===== src/rtl/ckl_pkg.sv =====
`timescale 1ns / 1ps
// ckl_pkg: request/response types, keyframe entry, microcode encoding and the program ROM
// of the cyclic keyframe color lerp unit. Depends on nothing; imported by every module.
package ckl_pkg;

    localparam int DAY_TICKS = 2880;
    localparam int TIME_W    = 12;   // key and query time in ticks
    localparam int SPAN_W    = 13;   // time after adding one day
    localparam int CHAN_W    = 8;
    localparam int COLOR_W   = 24;
    localparam int ROW_W     = 5;
    localparam int SLOT_W    = 4;
    localparam int CNT_IN_W  = 5;
    localparam int ACC_W     = 22;   // 2 * 255 * span + span < 2**22
    localparam int BIT_W     = 3;    // quotient bit counter
    localparam int STEP_W    = 5;

    typedef struct packed {
        logic [1:0]          kind;
        logic [ROW_W-1:0]    row_index;
        logic [SLOT_W-1:0]   key_index;
        logic [CNT_IN_W-1:0] key_count;
        logic [TIME_W-1:0]   key_time;
        logic [COLOR_W-1:0]  key_color;
        logic [TIME_W-1:0]   query_time;
    } t_req;

    typedef struct packed {
        logic              is_query_result;
        logic [CHAN_W-1:0] red;
        logic [CHAN_W-1:0] green;
        logic [CHAN_W-1:0] blue;
    } t_rsp;

    typedef struct packed {
        logic [TIME_W-1:0]  key_time;
        logic [COLOR_W-1:0] key_color;
    } t_key;

    typedef enum logic [1:0] {
        KIND_SET_COUNT = 2'd0,
        KIND_LOAD_KEY  = 2'd1,
        KIND_QUERY     = 2'd2,
        KIND_NONE      = 2'd3
    } t_kind;

    typedef enum logic [4:0] {
        OP_NOP        = 5'd0,
        OP_ACCEPT     = 5'd1,
        OP_FETCH      = 5'd2,
        OP_WR_CNT     = 5'd3,
        OP_WR_KEY     = 5'd4,
        OP_KEY0       = 5'd5,
        OP_INIT_B     = 5'd6,
        OP_SCAN       = 5'd7,
        OP_WRAP_A     = 5'd8,
        OP_PREP       = 5'd9,
        OP_MUL1       = 5'd10,
        OP_MUL2       = 5'd11,
        OP_DIV_INIT   = 5'd12,
        OP_DIV        = 5'd13,
        OP_EMIT_ACK   = 5'd14,
        OP_EMIT_BLACK = 5'd15,
        OP_EMIT_KEY   = 5'd16,
        OP_EMIT_LERP  = 5'd17
    } t_op;

    typedef enum logic [3:0] {
        C_NEVER        = 4'd0,
        C_ALWAYS       = 4'd1,
        C_NO_REQ       = 4'd2,
        C_SET_CNT      = 4'd3,
        C_LOAD         = 4'd4,
        C_NOT_QUERY    = 4'd5,
        C_EMPTY        = 4'd6,
        C_BEFORE_FIRST = 4'd7,
        C_SCAN_MORE    = 4'd8,
        C_DEGEN        = 4'd9,
        C_DIV_MORE     = 4'd10
    } t_cond;

    typedef struct packed {
        t_op               op;
        t_cond             cond;
        logic [STEP_W-1:0] target;
    } t_ctrl;

    typedef struct packed {
        logic no_req;
        logic set_cnt;
        logic load;
        logic not_query;
        logic empty;
        logic before_first;
        logic scan_more;
        logic degen;
        logic div_more;
        logic stall;
    } t_flags;

    typedef struct packed {
        logic cnt_wr;
        logic cnt_rd;
        logic key_wr;
        logic key_rd;
    } t_store_ctl;

    localparam logic [STEP_W-1:0] S_IDLE       = 5'd0;
    localparam logic [STEP_W-1:0] S_FETCH      = 5'd1;
    localparam logic [STEP_W-1:0] S_IS_LOAD    = 5'd2;
    localparam logic [STEP_W-1:0] S_IS_QUERY   = 5'd3;
    localparam logic [STEP_W-1:0] S_KEY0       = 5'd4;
    localparam logic [STEP_W-1:0] S_LAST_KEY   = 5'd5;
    localparam logic [STEP_W-1:0] S_SCAN       = 5'd6;
    localparam logic [STEP_W-1:0] S_PREP       = 5'd7;
    localparam logic [STEP_W-1:0] S_MUL1       = 5'd8;
    localparam logic [STEP_W-1:0] S_MUL2       = 5'd9;
    localparam logic [STEP_W-1:0] S_DIV_INIT   = 5'd10;
    localparam logic [STEP_W-1:0] S_DIV        = 5'd11;
    localparam logic [STEP_W-1:0] S_EMIT_LERP  = 5'd12;
    localparam logic [STEP_W-1:0] S_WRAP       = 5'd13;
    localparam logic [STEP_W-1:0] S_EMIT_KEY   = 5'd14;
    localparam logic [STEP_W-1:0] S_EMIT_BLACK = 5'd15;
    localparam logic [STEP_W-1:0] S_SET_CNT    = 5'd16;
    localparam logic [STEP_W-1:0] S_EMIT_ACK   = 5'd17;
    localparam logic [STEP_W-1:0] S_LOAD       = 5'd18;
    localparam logic [STEP_W-1:0] S_PROG_END   = S_LOAD;

    // Program ROM: jump to target when the condition holds, else fall through.
    function automatic t_ctrl ucode(input logic [STEP_W-1:0] step);
        t_ctrl w;
        case (step)
            S_IDLE:       w = '{OP_ACCEPT,     C_NO_REQ,       S_IDLE};
            S_FETCH:      w = '{OP_FETCH,      C_SET_CNT,      S_SET_CNT};
            S_IS_LOAD:    w = '{OP_NOP,        C_LOAD,         S_LOAD};
            S_IS_QUERY:   w = '{OP_NOP,        C_NOT_QUERY,    S_EMIT_ACK};
            S_KEY0:       w = '{OP_KEY0,       C_EMPTY,        S_EMIT_BLACK};
            S_LAST_KEY:   w = '{OP_INIT_B,     C_BEFORE_FIRST, S_WRAP};
            S_SCAN:       w = '{OP_SCAN,       C_SCAN_MORE,    S_SCAN};
            S_PREP:       w = '{OP_PREP,       C_DEGEN,        S_EMIT_KEY};
            S_MUL1:       w = '{OP_MUL1,       C_NEVER,        S_IDLE};
            S_MUL2:       w = '{OP_MUL2,       C_NEVER,        S_IDLE};
            S_DIV_INIT:   w = '{OP_DIV_INIT,   C_NEVER,        S_IDLE};
            S_DIV:        w = '{OP_DIV,        C_DIV_MORE,     S_DIV};
            S_EMIT_LERP:  w = '{OP_EMIT_LERP,  C_ALWAYS,       S_IDLE};
            S_WRAP:       w = '{OP_WRAP_A,     C_ALWAYS,       S_PREP};
            S_EMIT_KEY:   w = '{OP_EMIT_KEY,   C_ALWAYS,       S_IDLE};
            S_EMIT_BLACK: w = '{OP_EMIT_BLACK, C_ALWAYS,       S_IDLE};
            S_SET_CNT:    w = '{OP_WR_CNT,     C_NEVER,        S_IDLE};
            S_EMIT_ACK:   w = '{OP_EMIT_ACK,   C_ALWAYS,       S_IDLE};
            S_LOAD:       w = '{OP_WR_KEY,     C_ALWAYS,       S_EMIT_ACK};
            default:      w = '{OP_ACCEPT,     C_NO_REQ,       S_IDLE};
        endcase
        return w;
    endfunction

endpackage


===== src/rtl/ckl_seq.sv =====
`timescale 1ns / 1ps
// ckl_seq: step counter and program ROM lookup; picks the next step from the condition flags.
// Depends on ckl_pkg (control word, flags, program).
module ckl_seq (
    input  logic           i_clk,
    input  logic           i_rst_n,
    input  ckl_pkg::t_flags i_flags,
    output ckl_pkg::t_ctrl  o_ctrl
);
    import ckl_pkg::*;

    logic [STEP_W-1:0] r_pc;
    logic [STEP_W-1:0] n_pc;
    t_ctrl             uw;
    logic              take;

    assign uw     = ucode(r_pc);
    assign o_ctrl = uw;

    always_comb begin
        case (uw.cond)
            C_NEVER:        take = 1'b0;
            C_ALWAYS:       take = 1'b1;
            C_NO_REQ:       take = i_flags.no_req;
            C_SET_CNT:      take = i_flags.set_cnt;
            C_LOAD:         take = i_flags.load;
            C_NOT_QUERY:    take = i_flags.not_query;
            C_EMPTY:        take = i_flags.empty;
            C_BEFORE_FIRST: take = i_flags.before_first;
            C_SCAN_MORE:    take = i_flags.scan_more;
            C_DEGEN:        take = i_flags.degen;
            C_DIV_MORE:     take = i_flags.div_more;
            default:        take = 1'b0;
        endcase
    end

    always_comb begin
        if (i_flags.stall) begin
            n_pc = r_pc;
        end else if (take) begin
            n_pc = uw.target;
        end else begin
            n_pc = r_pc + STEP_W'(1);
        end
    end

    always_ff @(posedge i_clk) begin
        if (!i_rst_n) begin
            r_pc <= S_IDLE;
        end else begin
            r_pc <= n_pc;
        end
    end

    a_pc_in_program: assert property (@(posedge i_clk) disable iff (!i_rst_n)
        r_pc <= S_PROG_END)
        else $error("step counter left the program");

endmodule


===== config.mk =====
export PLATFORM = sky130hd
export DESIGN_NAME = ckl_seq
export DESIGN_NICKNAME = d
export VERILOG_FILES = /design/src/rtl/ckl_pkg.sv /design/src/rtl/ckl_seq.sv
export SDC_FILE = /design/constraint.sdc
export NUM_CORES = 1
export LEC_CHECK = 0
export BUFFER_PORTS_ARGS = -buffer_cell sky130_fd_sc_hd__buf_2
export CAP_MARGIN = 20
export CORE_UTILIZATION = 51
export CTS_BUF_LIST = sky130_fd_sc_hd__clkbuf_8
export DETAILED_ROUTE_END_ITERATION = 8
export PLACE_DENSITY = 0.75
export SLEW_MARGIN = 40
export SYNTH_ARGS = -nofsm -noshare
export SYNTH_HDL_FRONTEND = slang
export SYNTH_SLANG_ARGS = --single-unit

===== constraint.sdc =====
create_clock -name i_clk -period 2.9 [get_ports i_clk]
set_input_delay 0.58 -clock i_clk [delete_from_list [all_inputs] [get_ports i_clk]]
set_output_delay 0.58 -clock i_clk [all_outputs]
set_load 0.05 [all_outputs]

-- Yosys cells after proc, flatten, opt, wreduce, memory -nomap -nowiden
Memory sizes are Yosys's and may differ from the RTL's. A register that Yosys moved wholly into a read port is not among the register bits.
Index checks and enable logic that the tools add are counted.
- bits in registers: 5
- bits in read-only memories: 448
- bits of input ports: 12
- memories kept: 1
- add/subtract/negate cells: 1
- equal/unequal tests: 10
- mux-type cells: 4
- memories (memory ; depth ; width ; rd ports ; clocked after memory_dff ; wr ports ; RTL line ; text):
    (name not given) ; 32 ; 14 ; 1 ; 1 ; 0 ; ckl_pkg.sv:132 ; case (step)
- operators with widths (operator ; count):
    $eq A4 B3 Y1 const B ; 4
    $mux W5 ; 3
    $eq A4 B4 Y1 const B ; 3
    $pmux W1 S10 ; 1
    $eq A4 B2 Y1 const B ; 2
    $add A5 B1 Y5 const B ; 1
    $eq A4 B1 Y1 const B ; 1

-- Logic depth before layout (Yosys ltp)
- word-level depth: 5
- gate-level depth with buffers: 14

-- Least setup slack after synthesis
No wires, ideal clock.
- path kind: register to register
- from: register, netlist name o_ctrl[7]
- to: register, netlist name o_ctrl[12]
- library setup time: 0.070 ns
- arrival: 3.124 ns
- path slack: -0.294 ns
- cell stages (with the launch flop): 15
- buffers on the path: 2
- period minus slack after synthesis: 3.194 ns
- path through: dfxtp_1 mux2i_1 nor2_1 a311o_1 buf_6 o31a_1 a21boi_2 nand2_1 inv_1 ha_1 clkbuf_1 inv_1 nor3_1 o31ai_1 a21oi_1
- cells in the longest elaborated chain, start to end: 5
- RTL lines (element ; RTL line ; text):
    $eq A4 B4 Y1 (tied with other cells) ; ckl_seq.sv:21 ; case (uw.cond)
    $pmux W1 S10 * ; ckl_seq.sv:21 ;
    $mux W5 * ; ckl_seq.sv:40 ; end else if (take) begin
    $mux W5 (no source line) * (2 in series) ; - ;
Mark *: on every way between the ends. The rest lies on a longest branch, timed or not.
A chain may end at the register's enable or synchronous reset.

-- Final worst setup path
- from: register, netlist name o_ctrl[6]
- to: register, netlist name o_ctrl[11]
- cells in the longest elaborated chain, start to end: 5
- RTL lines (element ; RTL line):
    $eq A4 B4 Y1 (tied with other cells) ; ckl_seq.sv:21
    $pmux W1 S10 * ; ckl_seq.sv:21
    $mux W5 * ; ckl_seq.sv:40
    $mux W5 (no source line) * (2 in series) ; -
Marks and branches as above.

==> reports/metrics.cfg <==
[critical_path]
cp.depth = 10
critPathTopFamily = compound AO/OA/AOI/OAI gates
critPathLaunchType = flop
critPathArrivalTime_ns = 2.87
cp-end-kind = flop
cpPeakStageDelay_ns = 0.51
required_ns = 3.10
critical_path_class = reg2reg
r2r-end = o_ctrl[11]$_DFF_P_
cp.buffers_inverters = 0
rr_startpoint = o_ctrl[6]$_DFF_P_
cp_max_fo = 9
slowest_stage = a311oi_4
cpMostUsedCell = nand2_1
r2r_slack_ns = 0.23
r2r_cells = 10
path_cells = and2b_1 > nand2_1 > a311oi_4 > o21ai_0 > a21boi_2 > nand2_1 > ha_1 > or3_1 > a21oi_1 > o21a_1

[synth]
synth_xor_area_frac = 0.006610
synth-seq-cells = 19
synth.mux.area_fraction = 0.02361
synth_top_area_frac = 0.2871
synth_compound_area_frac = 0.3031
synth_fa_ha_area_frac = 0.07554
syn_inst = 155
synth.avg_cell_area_um2 = 8.549
synthSimpleGateAreaFrac = 0.2351
yosysSeqAreaShare = 0.2871
synth_nets = 175
synthTopCellsByCount = dfxtp_1, nand2_1, inv_1, nor2_1
async_reset_ff_frac = 0
synth_top_area_cell = dfxtp_1
synthTopCellsByArea = dfxtp_1, ha_1, nand2_1
synth_cell_type_count = 50
synth_edf_count = 0
synth_warnings = 0
yosysMostFrequentCell = dfxtp_1
synth_area_um2 = 1325
synth-main-ff-cell = dfxtp_1
synth_top_family_by_area = compound AO/OA/AOI/OAI gates

[finish]
fin_nets = 215
insertedDiodeCount = 0
syn2layout_area_growth_pct = 23.42
layout-drive-gt1-share = 0.3299

[job]
maxCapViolations = 0

[placement]
dp_hpwl_um = 2667
gp_congestion = 0.9698
io_buffer_count = 25

[clock_tree]
htreeDepth = 1
path_clk_slew_ns = 0.06
clkSinkCount = 19
clk_path_buf_depth = 2
tritoncts = done
cts_resized = 0
root_buffer = clkbuf_8
insertion_delay_ns = 0.25
ctsHoldBuffers = 0
cts_setup_buffers = 0
cts_buffers = 3

[detailed_routing]
drc_errors = 0
drt_wl_total_um = 3419
viasPerCell = 5.897
ant_nets = 0
first_pass_iters = 6
drt_iter0_markers = 46
vias = 1321
wl_per_cell_um = 15.26

[global_route]
grt_pass1_vias = 1153
grt.overflow.total = 0
antenna_found_initial = 0
grt_pass1_wl_um = 5299
grt_max_degree = 15
grt_usage = 0.2617

[power_and_ir_drop]
leakage_nw = 0.7480
vdd_drop_max_uv = 574.2
power_mw = 1.161
powerDensity_nw_per_um2 = 710.2

[min_path]
worstHoldStart = i_rst_n
hold_depth = 2
worstHoldPathType = in2reg
holdPathEnd = o_ctrl[6]$_DFF_P_

[sta]
setup_viol = 0
setup_tns_ns = 0
finalHoldViolations = 0
fin_crit_sh = 0.9213
skew_ns = 0.003163
slew_headroom = 0.6466
period_minus_slack_ns = 2.672
clock.fmax_mhz = 374.3
rsz0062_at_grt = no
slew_violations = 0
worst_pin_slew_ns = 0.5291

[floorplanning]
die_y_um = 52.97
dieArea_um2 = 2806
fp.coreArea_um2 = 2455
start_util = 0.5398
rows = 18
boundaryPins = 26
die_w_um = 52.97

[run_status]
status = completed

==> cell families after synthesis <==
kind of cell	Yosys count
muxes	3
xor gates and xnor gates	1
AOI/OAI and AO/OA	45
DFF	19
and+or+nand+nor	61
adders and majority gates	8
buffers and inverters	18
==> worst max-delay path by stage <==
stage,start,slack (ns),to
finish,o_ctrl[6]$_DFF_P_,0.23,o_ctrl[11]$_DFF_P_
global route,o_ctrl[6]$_DFF_P_,0.03,o_ctrl[5]$_DFF_P_
CTS,o_ctrl[6]$_DFF_P_,0.21,o_ctrl[11]$_DFF_P_
detailed placement,i_flags[4],0.05,o_ctrl[5]$_DFF_P_
global placement,i_flags[4],0.08,o_ctrl[1]$_SDFF_PP0_
floorplan,i_flags[4],0.03,o_ctrl[11]$_DFF_P_
==> through the flow <==
| stage | area [um2] | hold WS, ns | std cells | setup WS, ns | utilization |
|---|---|---|---|---|---|
| after detailed placement | 1590 | 0.6638 | 220 | 0.04916 | 0.6478 |
| after CTS | 1635 | 0.6626 | 224 | 0.2135 | 0.6662 |
| after floorplan | 1348 | 0.6161 | 155 | 0.02983 | - |
| after global placement | 1590 | 0.6630 | 220 | 0.08261 | 0.6478 |
| after global routing | 1635 | 0.7005 | 224 | 0.03066 | 0.6662 |
| final | 1635 | 0.6657 | 224 | 0.2282 | 0.6662 |
==> cells in the final DEF, fill, tap and decap left out, types with 2 or more instances in the layout <==
cell	n
o21ai_1	4
a21oi_1	5
o21a_1	2
nand3_1	8
buf_4	18
nor2_1	10
o21ai_0	3
nor3_1	6
dfxtp_2	2
nand3b_1	4
nand2b_1	5
a221oi_4	2
inv_1	11
clkbuf_8	3
buf_2	25
dfxtp_1	15
or3_1	3
a211oi_1	6
o31ai_1	3
nor2b_1	3
a221o_1	2
ha_1	8
a211oi_2	2
dfxtp_4	2
nand2_1	16
mux2i_1	2
==> sequential cells by signal, indices dropped and copies added, names as in the netlist <==
| signal | count |
|---|---|
| r_pc | 5 |
| o_ctrl | 14 |
==> routing by layer <==
metal,global-route usage,wire [um]
met2,0.4346,1678
met4,0.1009,49
met1,0.3443,1472
met3,0.02586,218
met5,0,0
==> worst reg2reg max path: stages, from the launching register on <==
cell and delay, ns:
dfxtp_4 0.36, and2b_1 0.21, nand2_1 0.09, a311oi_4 0.51, o21ai_0 0.19, a21boi_2 0.17
nand2_1 0.10, ha_1 0.30, or3_1 0.39, a21oi_1 0.15, o21a_1 0.13
==> power by group <==
| part | internal (mW) | leakage (nW) | switching, mW |
|---|---|---|---|
| registers | 0.316 | 0.157 | 0.0406 |
| clock network | 0.0940 | 0.0269 | 0.0822 |
| logic | 0.230 | 0.564 | 0.399 |
==> cell type report <==
type | instances | area (um2)
clock inverter | 1 | 3.754
clock buffer | 3 | 41.29
multi-input combinational | 118 | 864.6
tap | 30 | 37.54
inverter | 10 | 37.54
timing repair buffer | 43 | 260.3
sequential | 19 | 390.4
fill | 208 | 819.5
Power figures use the tool's default switching activity.
