[src/rtl/ckl_pkg.sv]
`timescale 1ns / 1ps
// ckl_pkg: request/response types, keyframe entry, microcode encoding and the program ROM
// of the cyclic keyframe color lerp unit. Depends on nothing; imported by every module.
package ckl_pkg;

    localparam int DAY_TICKS = 2880;
    localparam int TIME_W    = 12;   // key and query time in ticks
    localparam int SPAN_W    = 13;   // time after adding one day
    localparam int CHAN_W    = 8;
    localparam int COLOR_W   = 24;
    localparam int ROW_W     = 5;
    localparam int SLOT_W    = 4;
    localparam int CNT_IN_W  = 5;
    localparam int ACC_W     = 22;   // 2 * 255 * span + span < 2**22
    localparam int BIT_W     = 3;    // quotient bit counter
    localparam int STEP_W    = 5;

    typedef struct packed {
        logic [1:0]          kind;
        logic [ROW_W-1:0]    row_index;
        logic [SLOT_W-1:0]   key_index;
        logic [CNT_IN_W-1:0] key_count;
        logic [TIME_W-1:0]   key_time;
        logic [COLOR_W-1:0]  key_color;
        logic [TIME_W-1:0]   query_time;
    } t_req;

    typedef struct packed {
        logic              is_query_result;
        logic [CHAN_W-1:0] red;
        logic [CHAN_W-1:0] green;
        logic [CHAN_W-1:0] blue;
    } t_rsp;

    typedef struct packed {
        logic [TIME_W-1:0]  key_time;
        logic [COLOR_W-1:0] key_color;
    } t_key;

    typedef enum logic [1:0] {
        KIND_SET_COUNT = 2'd0,
        KIND_LOAD_KEY  = 2'd1,
        KIND_QUERY     = 2'd2,
        KIND_NONE      = 2'd3
    } t_kind;

    typedef enum logic [4:0] {
        OP_NOP        = 5'd0,
        OP_ACCEPT     = 5'd1,
        OP_FETCH      = 5'd2,
        OP_WR_CNT     = 5'd3,
        OP_WR_KEY     = 5'd4,
        OP_KEY0       = 5'd5,
        OP_INIT_B     = 5'd6,
        OP_SCAN       = 5'd7,
        OP_WRAP_A     = 5'd8,
        OP_PREP       = 5'd9,
        OP_MUL1       = 5'd10,
        OP_MUL2       = 5'd11,
        OP_DIV_INIT   = 5'd12,
        OP_DIV        = 5'd13,
        OP_EMIT_ACK   = 5'd14,
        OP_EMIT_BLACK = 5'd15,
        OP_EMIT_KEY   = 5'd16,
        OP_EMIT_LERP  = 5'd17
    } t_op;

    typedef enum logic [3:0] {
        C_NEVER        = 4'd0,
        C_ALWAYS       = 4'd1,
        C_NO_REQ       = 4'd2,
        C_SET_CNT      = 4'd3,
        C_LOAD         = 4'd4,
        C_NOT_QUERY    = 4'd5,
        C_EMPTY        = 4'd6,
        C_BEFORE_FIRST = 4'd7,
        C_SCAN_MORE    = 4'd8,
        C_DEGEN        = 4'd9,
        C_DIV_MORE     = 4'd10
    } t_cond;

    typedef struct packed {
        t_op               op;
        t_cond             cond;
        logic [STEP_W-1:0] target;
    } t_ctrl;

    typedef struct packed {
        logic no_req;
        logic set_cnt;
        logic load;
        logic not_query;
        logic empty;
        logic before_first;
        logic scan_more;
        logic degen;
        logic div_more;
        logic stall;
    } t_flags;

    typedef struct packed {
        logic cnt_wr;
        logic cnt_rd;
        logic key_wr;
        logic key_rd;
    } t_store_ctl;

    localparam logic [STEP_W-1:0] S_IDLE       = 5'd0;
    localparam logic [STEP_W-1:0] S_FETCH      = 5'd1;
    localparam logic [STEP_W-1:0] S_IS_LOAD    = 5'd2;
    localparam logic [STEP_W-1:0] S_IS_QUERY   = 5'd3;
    localparam logic [STEP_W-1:0] S_KEY0       = 5'd4;
    localparam logic [STEP_W-1:0] S_LAST_KEY   = 5'd5;
    localparam logic [STEP_W-1:0] S_SCAN       = 5'd6;
    localparam logic [STEP_W-1:0] S_PREP       = 5'd7;
    localparam logic [STEP_W-1:0] S_MUL1       = 5'd8;
    localparam logic [STEP_W-1:0] S_MUL2       = 5'd9;
    localparam logic [STEP_W-1:0] S_DIV_INIT   = 5'd10;
    localparam logic [STEP_W-1:0] S_DIV        = 5'd11;
    localparam logic [STEP_W-1:0] S_EMIT_LERP  = 5'd12;
    localparam logic [STEP_W-1:0] S_WRAP       = 5'd13;
    localparam logic [STEP_W-1:0] S_EMIT_KEY   = 5'd14;
    localparam logic [STEP_W-1:0] S_EMIT_BLACK = 5'd15;
    localparam logic [STEP_W-1:0] S_SET_CNT    = 5'd16;
    localparam logic [STEP_W-1:0] S_EMIT_ACK   = 5'd17;
    localparam logic [STEP_W-1:0] S_LOAD       = 5'd18;
    localparam logic [STEP_W-1:0] S_PROG_END   = S_LOAD;

    // Program ROM: jump to target when the condition holds, else fall through.
    function automatic t_ctrl ucode(input logic [STEP_W-1:0] step);
        t_ctrl w;
        case (step)
            S_IDLE:       w = '{OP_ACCEPT,     C_NO_REQ,       S_IDLE};
            S_FETCH:      w = '{OP_FETCH,      C_SET_CNT,      S_SET_CNT};
            S_IS_LOAD:    w = '{OP_NOP,        C_LOAD,         S_LOAD};
            S_IS_QUERY:   w = '{OP_NOP,        C_NOT_QUERY,    S_EMIT_ACK};
            S_KEY0:       w = '{OP_KEY0,       C_EMPTY,        S_EMIT_BLACK};
            S_LAST_KEY:   w = '{OP_INIT_B,     C_BEFORE_FIRST, S_WRAP};
            S_SCAN:       w = '{OP_SCAN,       C_SCAN_MORE,    S_SCAN};
            S_PREP:       w = '{OP_PREP,       C_DEGEN,        S_EMIT_KEY};
            S_MUL1:       w = '{OP_MUL1,       C_NEVER,        S_IDLE};
            S_MUL2:       w = '{OP_MUL2,       C_NEVER,        S_IDLE};
            S_DIV_INIT:   w = '{OP_DIV_INIT,   C_NEVER,        S_IDLE};
            S_DIV:        w = '{OP_DIV,        C_DIV_MORE,     S_DIV};
            S_EMIT_LERP:  w = '{OP_EMIT_LERP,  C_ALWAYS,       S_IDLE};
            S_WRAP:       w = '{OP_WRAP_A,     C_ALWAYS,       S_PREP};
            S_EMIT_KEY:   w = '{OP_EMIT_KEY,   C_ALWAYS,       S_IDLE};
            S_EMIT_BLACK: w = '{OP_EMIT_BLACK, C_ALWAYS,       S_IDLE};
            S_SET_CNT:    w = '{OP_WR_CNT,     C_NEVER,        S_IDLE};
            S_EMIT_ACK:   w = '{OP_EMIT_ACK,   C_ALWAYS,       S_IDLE};
            S_LOAD:       w = '{OP_WR_KEY,     C_ALWAYS,       S_EMIT_ACK};
            default:      w = '{OP_ACCEPT,     C_NO_REQ,       S_IDLE};
        endcase
        return w;
    endfunction

endpackage

[src/rtl/ckl_lane.sv]
`timescale 1ns / 1ps
// ckl_lane: one color channel: weighted sum through a shared multiplier, then a bit-serial
// restoring divide giving round(sum / span). Depends on ckl_pkg (t_op, widths).
module ckl_lane (
    input  logic                        i_clk,
    input  ckl_pkg::t_op                i_op,
    input  logic [ckl_pkg::CHAN_W-1:0]  i_c1,
    input  logic [ckl_pkg::CHAN_W-1:0]  i_c2,
    input  logic [ckl_pkg::SPAN_W-1:0]  i_num,
    input  logic [ckl_pkg::SPAN_W-1:0]  i_wgt,
    input  logic [ckl_pkg::SPAN_W-1:0]  i_den,
    output logic [ckl_pkg::CHAN_W-1:0]  o_q
);
    import ckl_pkg::*;

    localparam int PROD_W = CHAN_W + SPAN_W;
    localparam int DSH_W  = SPAN_W + CHAN_W;

    logic [ACC_W-1:0]  r_acc;
    logic [ACC_W-1:0]  n_acc;
    logic [DSH_W-1:0]  r_dsh;
    logic [DSH_W-1:0]  n_dsh;
    logic [CHAN_W-1:0] r_q;
    logic [CHAN_W-1:0] n_q;
    logic [CHAN_W-1:0] mul_c;
    logic [SPAN_W-1:0] mul_s;
    logic [PROD_W-1:0] prod;

    assign mul_c = (i_op == OP_MUL1) ? i_c1 : i_c2;
    assign mul_s = (i_op == OP_MUL1) ? i_wgt : i_num;
    assign prod  = {{SPAN_W{1'b0}}, mul_c} * {{CHAN_W{1'b0}}, mul_s};

    always_comb begin
        n_acc = r_acc;
        n_dsh = r_dsh;
        n_q   = r_q;
        case (i_op)
            OP_MUL1: n_acc = ACC_W'(prod);
            OP_MUL2: n_acc = r_acc + ACC_W'(prod);
            OP_DIV_INIT: begin
                // dividend 2*sum + span, divisor 2*span aligned to the top quotient bit
                n_acc = {r_acc[ACC_W-2:0], 1'b0} + ACC_W'(i_den);
                n_dsh = {i_den, {CHAN_W{1'b0}}};
                n_q   = '0;
            end
            OP_DIV: begin
                if (ACC_W'(r_dsh) <= r_acc) begin
                    n_acc = r_acc - ACC_W'(r_dsh);
                    n_q   = {r_q[CHAN_W-2:0], 1'b1};
                end else begin
                    n_q   = {r_q[CHAN_W-2:0], 1'b0};
                end
                n_dsh = r_dsh >> 1;
            end
            default: ;
        endcase
    end

    always_ff @(posedge i_clk) begin
        r_acc <= n_acc;
        r_dsh <= n_dsh;
        r_q   <= n_q;
    end

    assign o_q = r_q;

endmodule

[config.mk]
export PLATFORM = sky130hd
export DESIGN_NAME = ckl_lane
export DESIGN_NICKNAME = d
export VERILOG_FILES = /design/src/rtl/ckl_pkg.sv /design/src/rtl/ckl_lane.sv
export SDC_FILE = /design/constraint.sdc
export NUM_CORES = 1
export LEC_CHECK = 0
export BUFFER_PORTS_ARGS = -buffer_cell sky130_fd_sc_hd__buf_2
export CORE_MARGIN = 4
export CORE_UTILIZATION = 41
export DETAILED_ROUTE_END_ITERATION = 10
export HOLD_SLACK_MARGIN = 0.08
export PLACE_DENSITY_LB_ADDON = 0.15
export SLEW_MARGIN = 20
export SYNTH_ARGS = -nofsm -noshare
export SYNTH_HDL_FRONTEND = slang
export SYNTH_SLANG_ARGS = --single-unit
[constraint.sdc]
create_clock -name i_clk -period 7.8 [get_ports i_clk]
set_clock_uncertainty 0.05 [all_clocks]
set_input_delay 0.78 -clock i_clk [delete_from_list [all_inputs] [get_ports i_clk]]
set_output_delay 0.78 -clock i_clk [all_outputs]
set_load 0.01 [all_outputs]
# After elaboration in Yosys (flattened, before gate mapping)
# Cells that the tools add are included.
# Widths: inputs -> output; s select.
totals:
  word_cells: 23
  latch_bits: 0
  out_inout_bits: 8
  register_bits: 51
  memories: 0
  romBits: 0
  ram_bits: 0
  inputBits: 61
classes:
  div_mod_pow: 0
  bitwise: 0
  n_lt_le_gt_ge: 1
  mux: 7
  mul: 1
  n_reduce_logical: 3
  shifts: 0
  add_sub_neg: 3
  n_eq_ne: 5
op_table:
  columns: ["op", "n"]
  rows:
  - ["$pmux 22 s4", 1]
  - ["$pmux 21 s2", 1]
  - ["$add 22x13->22", 1]
  - ["$add 22x21->22", 1]
  - ["$le 21x22->1", 1]
  - ["$mux 22", 1]
  - ["$sub 22x21->22", 1]
  - ["$mul 8x13->21", 1]
  - ["$eq 5x4->1 const B", 4]
  - ["$pmux 8 s2", 1]
  - ["$mux 13", 1]
  - ["$mux 8", 1]
  - ["$reduce_bool 4->1", 1]
  - ["$ne 2x2->1 const B", 1]
  - ["$reduce_and 2->1", 1]
  - ["$reduce_bool 2->1", 1]
  - ["$mux 1", 1]

# Longest topological paths before layout
depth:
  word_depth: 5
  ltp_mapped: 31
  mapped_depth_nobuf: 28

# Worst setup path before layout
# No wires, ideal clock.
synth_timing:
  path_kind: "input to register"
  start: "in i_op[3]"
  end: "reg r_acc[20] (data pin)"
  slack_ns: -0.162
  stages: 28
  path_buffers: 3
  required_time_ns: 7.489
  setup_time_ns: 0.261
  t_arrival_ns: 7.651
  cell_sequence: "nor2b_1 -> and3b_1 -> and2_1 -> clkbuf_1 -> buf_2 -> mux2i_1 -> clkbuf_1 -> nor2_1 -> fa_1 -> fa_1 -> fa_1 -> inv_1 -> fa_1 -> inv_1 -> ha_1 -> or3_1 -> o31a_1 -> a221o_1 -> a21o_1 -> xor2_1 -> ha_1 -> a21o_1 -> a2111oi_0 -> nand2_1 -> a21oi_1 -> o21bai_1 -> xor2_1 -> a221o_1"
synth_via:
  elab_chain_cells: 5
  elab_cells_between_ends: 9
  cone_classes: "add/sub (1); mul (1); eq/ne (4); mux (3)"
synth_rtl:
  columns: ["item", "line_no", "text"]
  rows:
  - ["start: declaration", "ckl_lane.sv:6", "input ckl_pkg::t_op i_op,"]
  - ["$eq 5x4->1", "ckl_lane.sv:29, ckl_lane.sv:30, ckl_lane.sv:37", null]
  - ["$mux 8 / $mux 13 (equally long branches)", "ckl_lane.sv:29, ckl_lane.sv:30", null]
  - ["$mul 8x13->21", "ckl_lane.sv:31", "assign prod = {{SPAN_W{1'b0}}, mul_c} * {{CHAN_W{1'b0}}, mul_s};"]
  - ["$add 22x21->22", "ckl_lane.sv:39", "OP_MUL2: n_acc = r_acc + ACC_W'(prod);"]
  - ["$pmux 22 s4 (*)", "ckl_lane.sv:37", "case (i_op)"]
  - ["via n_acc[20]", "ckl_lane.sv:20", "logic [ACC_W-1:0] n_acc;"]
  - ["end signal: assignment", "ckl_lane.sv:60", "r_acc <= n_acc;"]
  - ["end: declaration", "ckl_lane.sv:19", "logic [ACC_W-1:0] r_acc;"]
# The timed path passes the listed nets; every way through them passes the cells marked *.
# A chain may end at the register's enable or synchronous reset.

# Final worst setup path
layout_timing:
  start: "in i_op[3]"
  end: "reg r_acc[18] (data pin)"
# The elaborated chain is that of the path after synthesis.

==> flow_metrics.env <==
export IMPL_status="finished clean"
export IMPL_drtIter0Drc=469
export IMPL_whs_path_depth=2
export IMPL_cpPeakStageDelay_ns=0.54
export IMPL_routabilityCongestion=0.944
export IMPL_cts_root_buf="clkbuf_16"
export IMPL_fin_util_pct=50.4
export IMPL_finalCriticalPeriod_ns=7.44
export IMPL_portBuffers=68
export IMPL_cts_hold_buf=0
export IMPL_timing_slew_headroom_pct=49.8
export IMPL_ys_top_cells_by_area="edfxtp_1 18%, fa_1 17%, ha_1 14%, nor2_1 6.4%, inv_1 5.2%"
export IMPL_die_area_sq_um=22700
export IMPL_avgSynthCellArea_sq_um=8.58
export IMPL_hold_class="flop to flop"
export IMPL_power_switching_uw=2120
export IMPL_critPathArrivalTime_ns=7.44
export IMPL_die_w_um=151
export IMPL_reg2reg_slack_ns=4.04
export IMPL_synthCells=975
export IMPL_reg2reg_to="r_acc[13]"
export IMPL_cp_start_kind="input port"
export IMPL_synth_fa_ha_area_share_pct=30.7
export IMPL_required_ns=7.80
export IMPL_worst_slack_ns=0.356
export IMPL_setup_viol=0
export IMPL_clk_latency_ns=0.30
export IMPL_timing_fmax_mhz=134
export IMPL_synth_area_mux_share_pct=2.63
export IMPL_end_kind="flop"
export IMPL_synth_edff_count=51
export IMPL_internal_power_uw=2460
export IMPL_p_leak_uw=0.00470
export IMPL_htreeDepth=2
export IMPL_criticalPathCategory="input port to flop"
export IMPL_ys_seq_area_share_pct=18.3
export IMPL_grtUsageTotal_pct=19.5
export IMPL_clkPwrFrac_pct=5.6
export IMPL_reg2reg_depth=13
export IMPL_slew_violations=0
export IMPL_yosysUniqueCellTypes=63
export IMPL_ant_nets=0
export IMPL_synth_compound_area_share_pct=18.0
export IMPL_first_global_vias=7121
export IMPL_drc=0
export IMPL_rows=51
export IMPL_dp_hpwl_mm=18.2
export IMPL_syn2layout_area_growth_pct=19.2
export IMPL_start_util_pct=42.3
export IMPL_syn_area_sq_um=8360
export IMPL_cts_sinks=51
export IMPL_min_delay_start="r_dsh[5]"
export IMPL_synthXorXnorAreaFrac_pct=7.02
export IMPL_comb_power_share_pct=85.2
export IMPL_firstDrtPassIters=6
export IMPL_ios=69
export IMPL_async_flop_share_pct=0
export IMPL_power_per_cell_area_nw_per_um2=460
export IMPL_synth_ff_type="edfxtp_1"
export IMPL_grt_pass1_wl_mm=35.8
export IMPL_critPathMaxFanout=12
export IMPL_ir_drop_v=0.000379
export IMPL_synth_top_family_by_area="adder cells"
export IMPL_place_ws_ns=-0.116
export IMPL_yosys_area_top_type="edfxtp_1"
export IMPL_reg2reg_from="r_acc[0]"
export IMPL_drt_total_wl_mm=21.8
export IMPL_clk_pin_slew_ns=0.07
export IMPL_yosys_cell_count_top_type="nor2_1"
export IMPL_via_per_inst=5.33
export IMPL_grt_ovfl_total=0
export IMPL_tightest_slew_ns=0.753
export IMPL_power_frac_seq_pct=9.2
export IMPL_grt_max_degree=42
export IMPL_rsz0062_at_grt="no"
export IMPL_final_hold_viol_count=0
export IMPL_vias=7409
export IMPL_nets=1348
export IMPL_cpMaxStageDelayCell="fa_1"
export IMPL_synthesis_nets=1200
export IMPL_synth_simple_area_share_pct=16.8
export IMPL_max_clock_path_buffers=2
export IMPL_die_h_um=151
export IMPL_post_route_period_util_pct=95.4
export IMPL_yosys_top_cells_count="142 x nor2_1, 116 x inv_1, 95 x ha_1"
export IMPL_num_fill_cells=1934
export IMPL_p_sw_share_pct=46.3
export IMPL_wl_per_cell_um=15.7
export IMPL_cap_violations=0
export IMPL_antenna_found_initial=0
export IMPL_core_sq_um=19800
export IMPL_synth_seq_cells=51
export IMPL_tritoncts_num_buffers=5
export IMPL_synth_top_cell_area_share_pct=18.3
export IMPL_diodes=0
export IMPL_synth_warnings=0
export IMPL_path_common_cell="fa_1"
export IMPL_layout_drive_gt1_share_pct=19.5
export IMPL_min_to="r_dsh[4]"
export IMPL_cts_tree="done"
[worst max path at each step]
stage | from | end | slack, ns
after global placement | i_op[3] | r_acc[20] | -0.04
after global routing | i_op[3] | r_acc[18] | 0.01
final | i_op[3] | r_acc[18] | 0.36
after CTS | i_op[4] | r_acc[20] | 0.17
after floorplan | i_op[3] | r_acc[20] | 0.02
after detailed placement | i_op[3] | r_acc[20] | -0.12
[critical path: cells and delay by family]
kind | cells | cell delay [ns]
buf+inv | 9 | 0.99
compound gates | 5 | 1.18
mux | 1 | 0.18
xor+xnor | 1 | 0.16
simple gates | 10 | 1.66
fa+ha+maj | 6 | 2.46
[cells by family (layout without fill, tap and decap cells)]
kind of cell,Yosys count,in the layout
muxes,22,22
and+or+nand+nor,306,306
DFF,51,51
xor gates and xnor gates,67,67
buffers and inverters,144,293
adders and majority gates,164,164
AOI/OAI and AO/OA,221,221
[through the flow]
step	setup TNS, ns	area, sq um	hold slack, ns	instances	power, uW
3_3_place_gp	-0.0359	9730	0.495	1380	4210
4_1_cts	0	9890	0.528	1388	4490
6_report	0	9960	0.523	1389	4580
5_1_grt	0	9960	0.540	1389	5050
2_1_floorplan	0	8390	0.484	975	2950
3_5_place_dp	-0.116	9730	0.511	1380	4210
[layer usage]
layer  wire (um)  vias up  GRT usage (%)
met3        1030       11           2.09
met5           0        -              0
met1       10400     3549           28.9
li1            -     3699              -
met4          97        0           2.31
met2       10200      150           32.0
[layout by cell type, fill, tap and decap left out, types with 6 or more instances in the layout]
cell	count
xnor2_1	44
mux2i_1	17
a31oi_1	9
fa_1	69
edfxtp_1	51
and2_1	9
a211oi_1	11
or2_2	21
a21o_1	16
o21bai_1	9
a21oi_1	49
ha_1	95
o22ai_1	7
or3_1	7
nor2b_1	10
o21ai_0	45
buf_4	99
a22oi_1	14
xor2_1	22
nand2_1	50
nor3_1	17
nor2_1	142
nand3_1	15
buf_2	68
inv_1	116
and3_1	15
o21a_1	6
[sequential cells by signal (all words and copies together) (netlist names)]
name and flops:
r_acc 22, r_dsh 21, o_q 8
[timing repair]
action                                  CTS  global route
resized for setup                         0            10
endpoints found under the setup margin    0             3
setup buffers                             0             1
[power groups by stage]
stage               Sequential, uW  Clock (uW)  Combinational [uW]
floorplan                      408           0                2550
global placement               426           0                3790
detailed placement             426           0                3780
CTS                            420         259                3810
global route                   422         272                4350
finish                         420         256                3900
[cell type report]
| cell class | count | area, sq um | share of cell area [%] |
|---|---|---|---|
| clock buffer | 5 | 125 | 1.26 |
| sequential | 51 | 1530 | 15.4 |
| clock inverter | 3 | 43.8 | 0.439 |
| multi-input combinational | 780 | 6370 | 64.0 |
| tap | 265 | 332 | 3.33 |
| timing repair buffer | 169 | 1120 | 11.3 |
| inverter | 116 | 435 | 4.37 |
(Power assumes the default switching activity.)
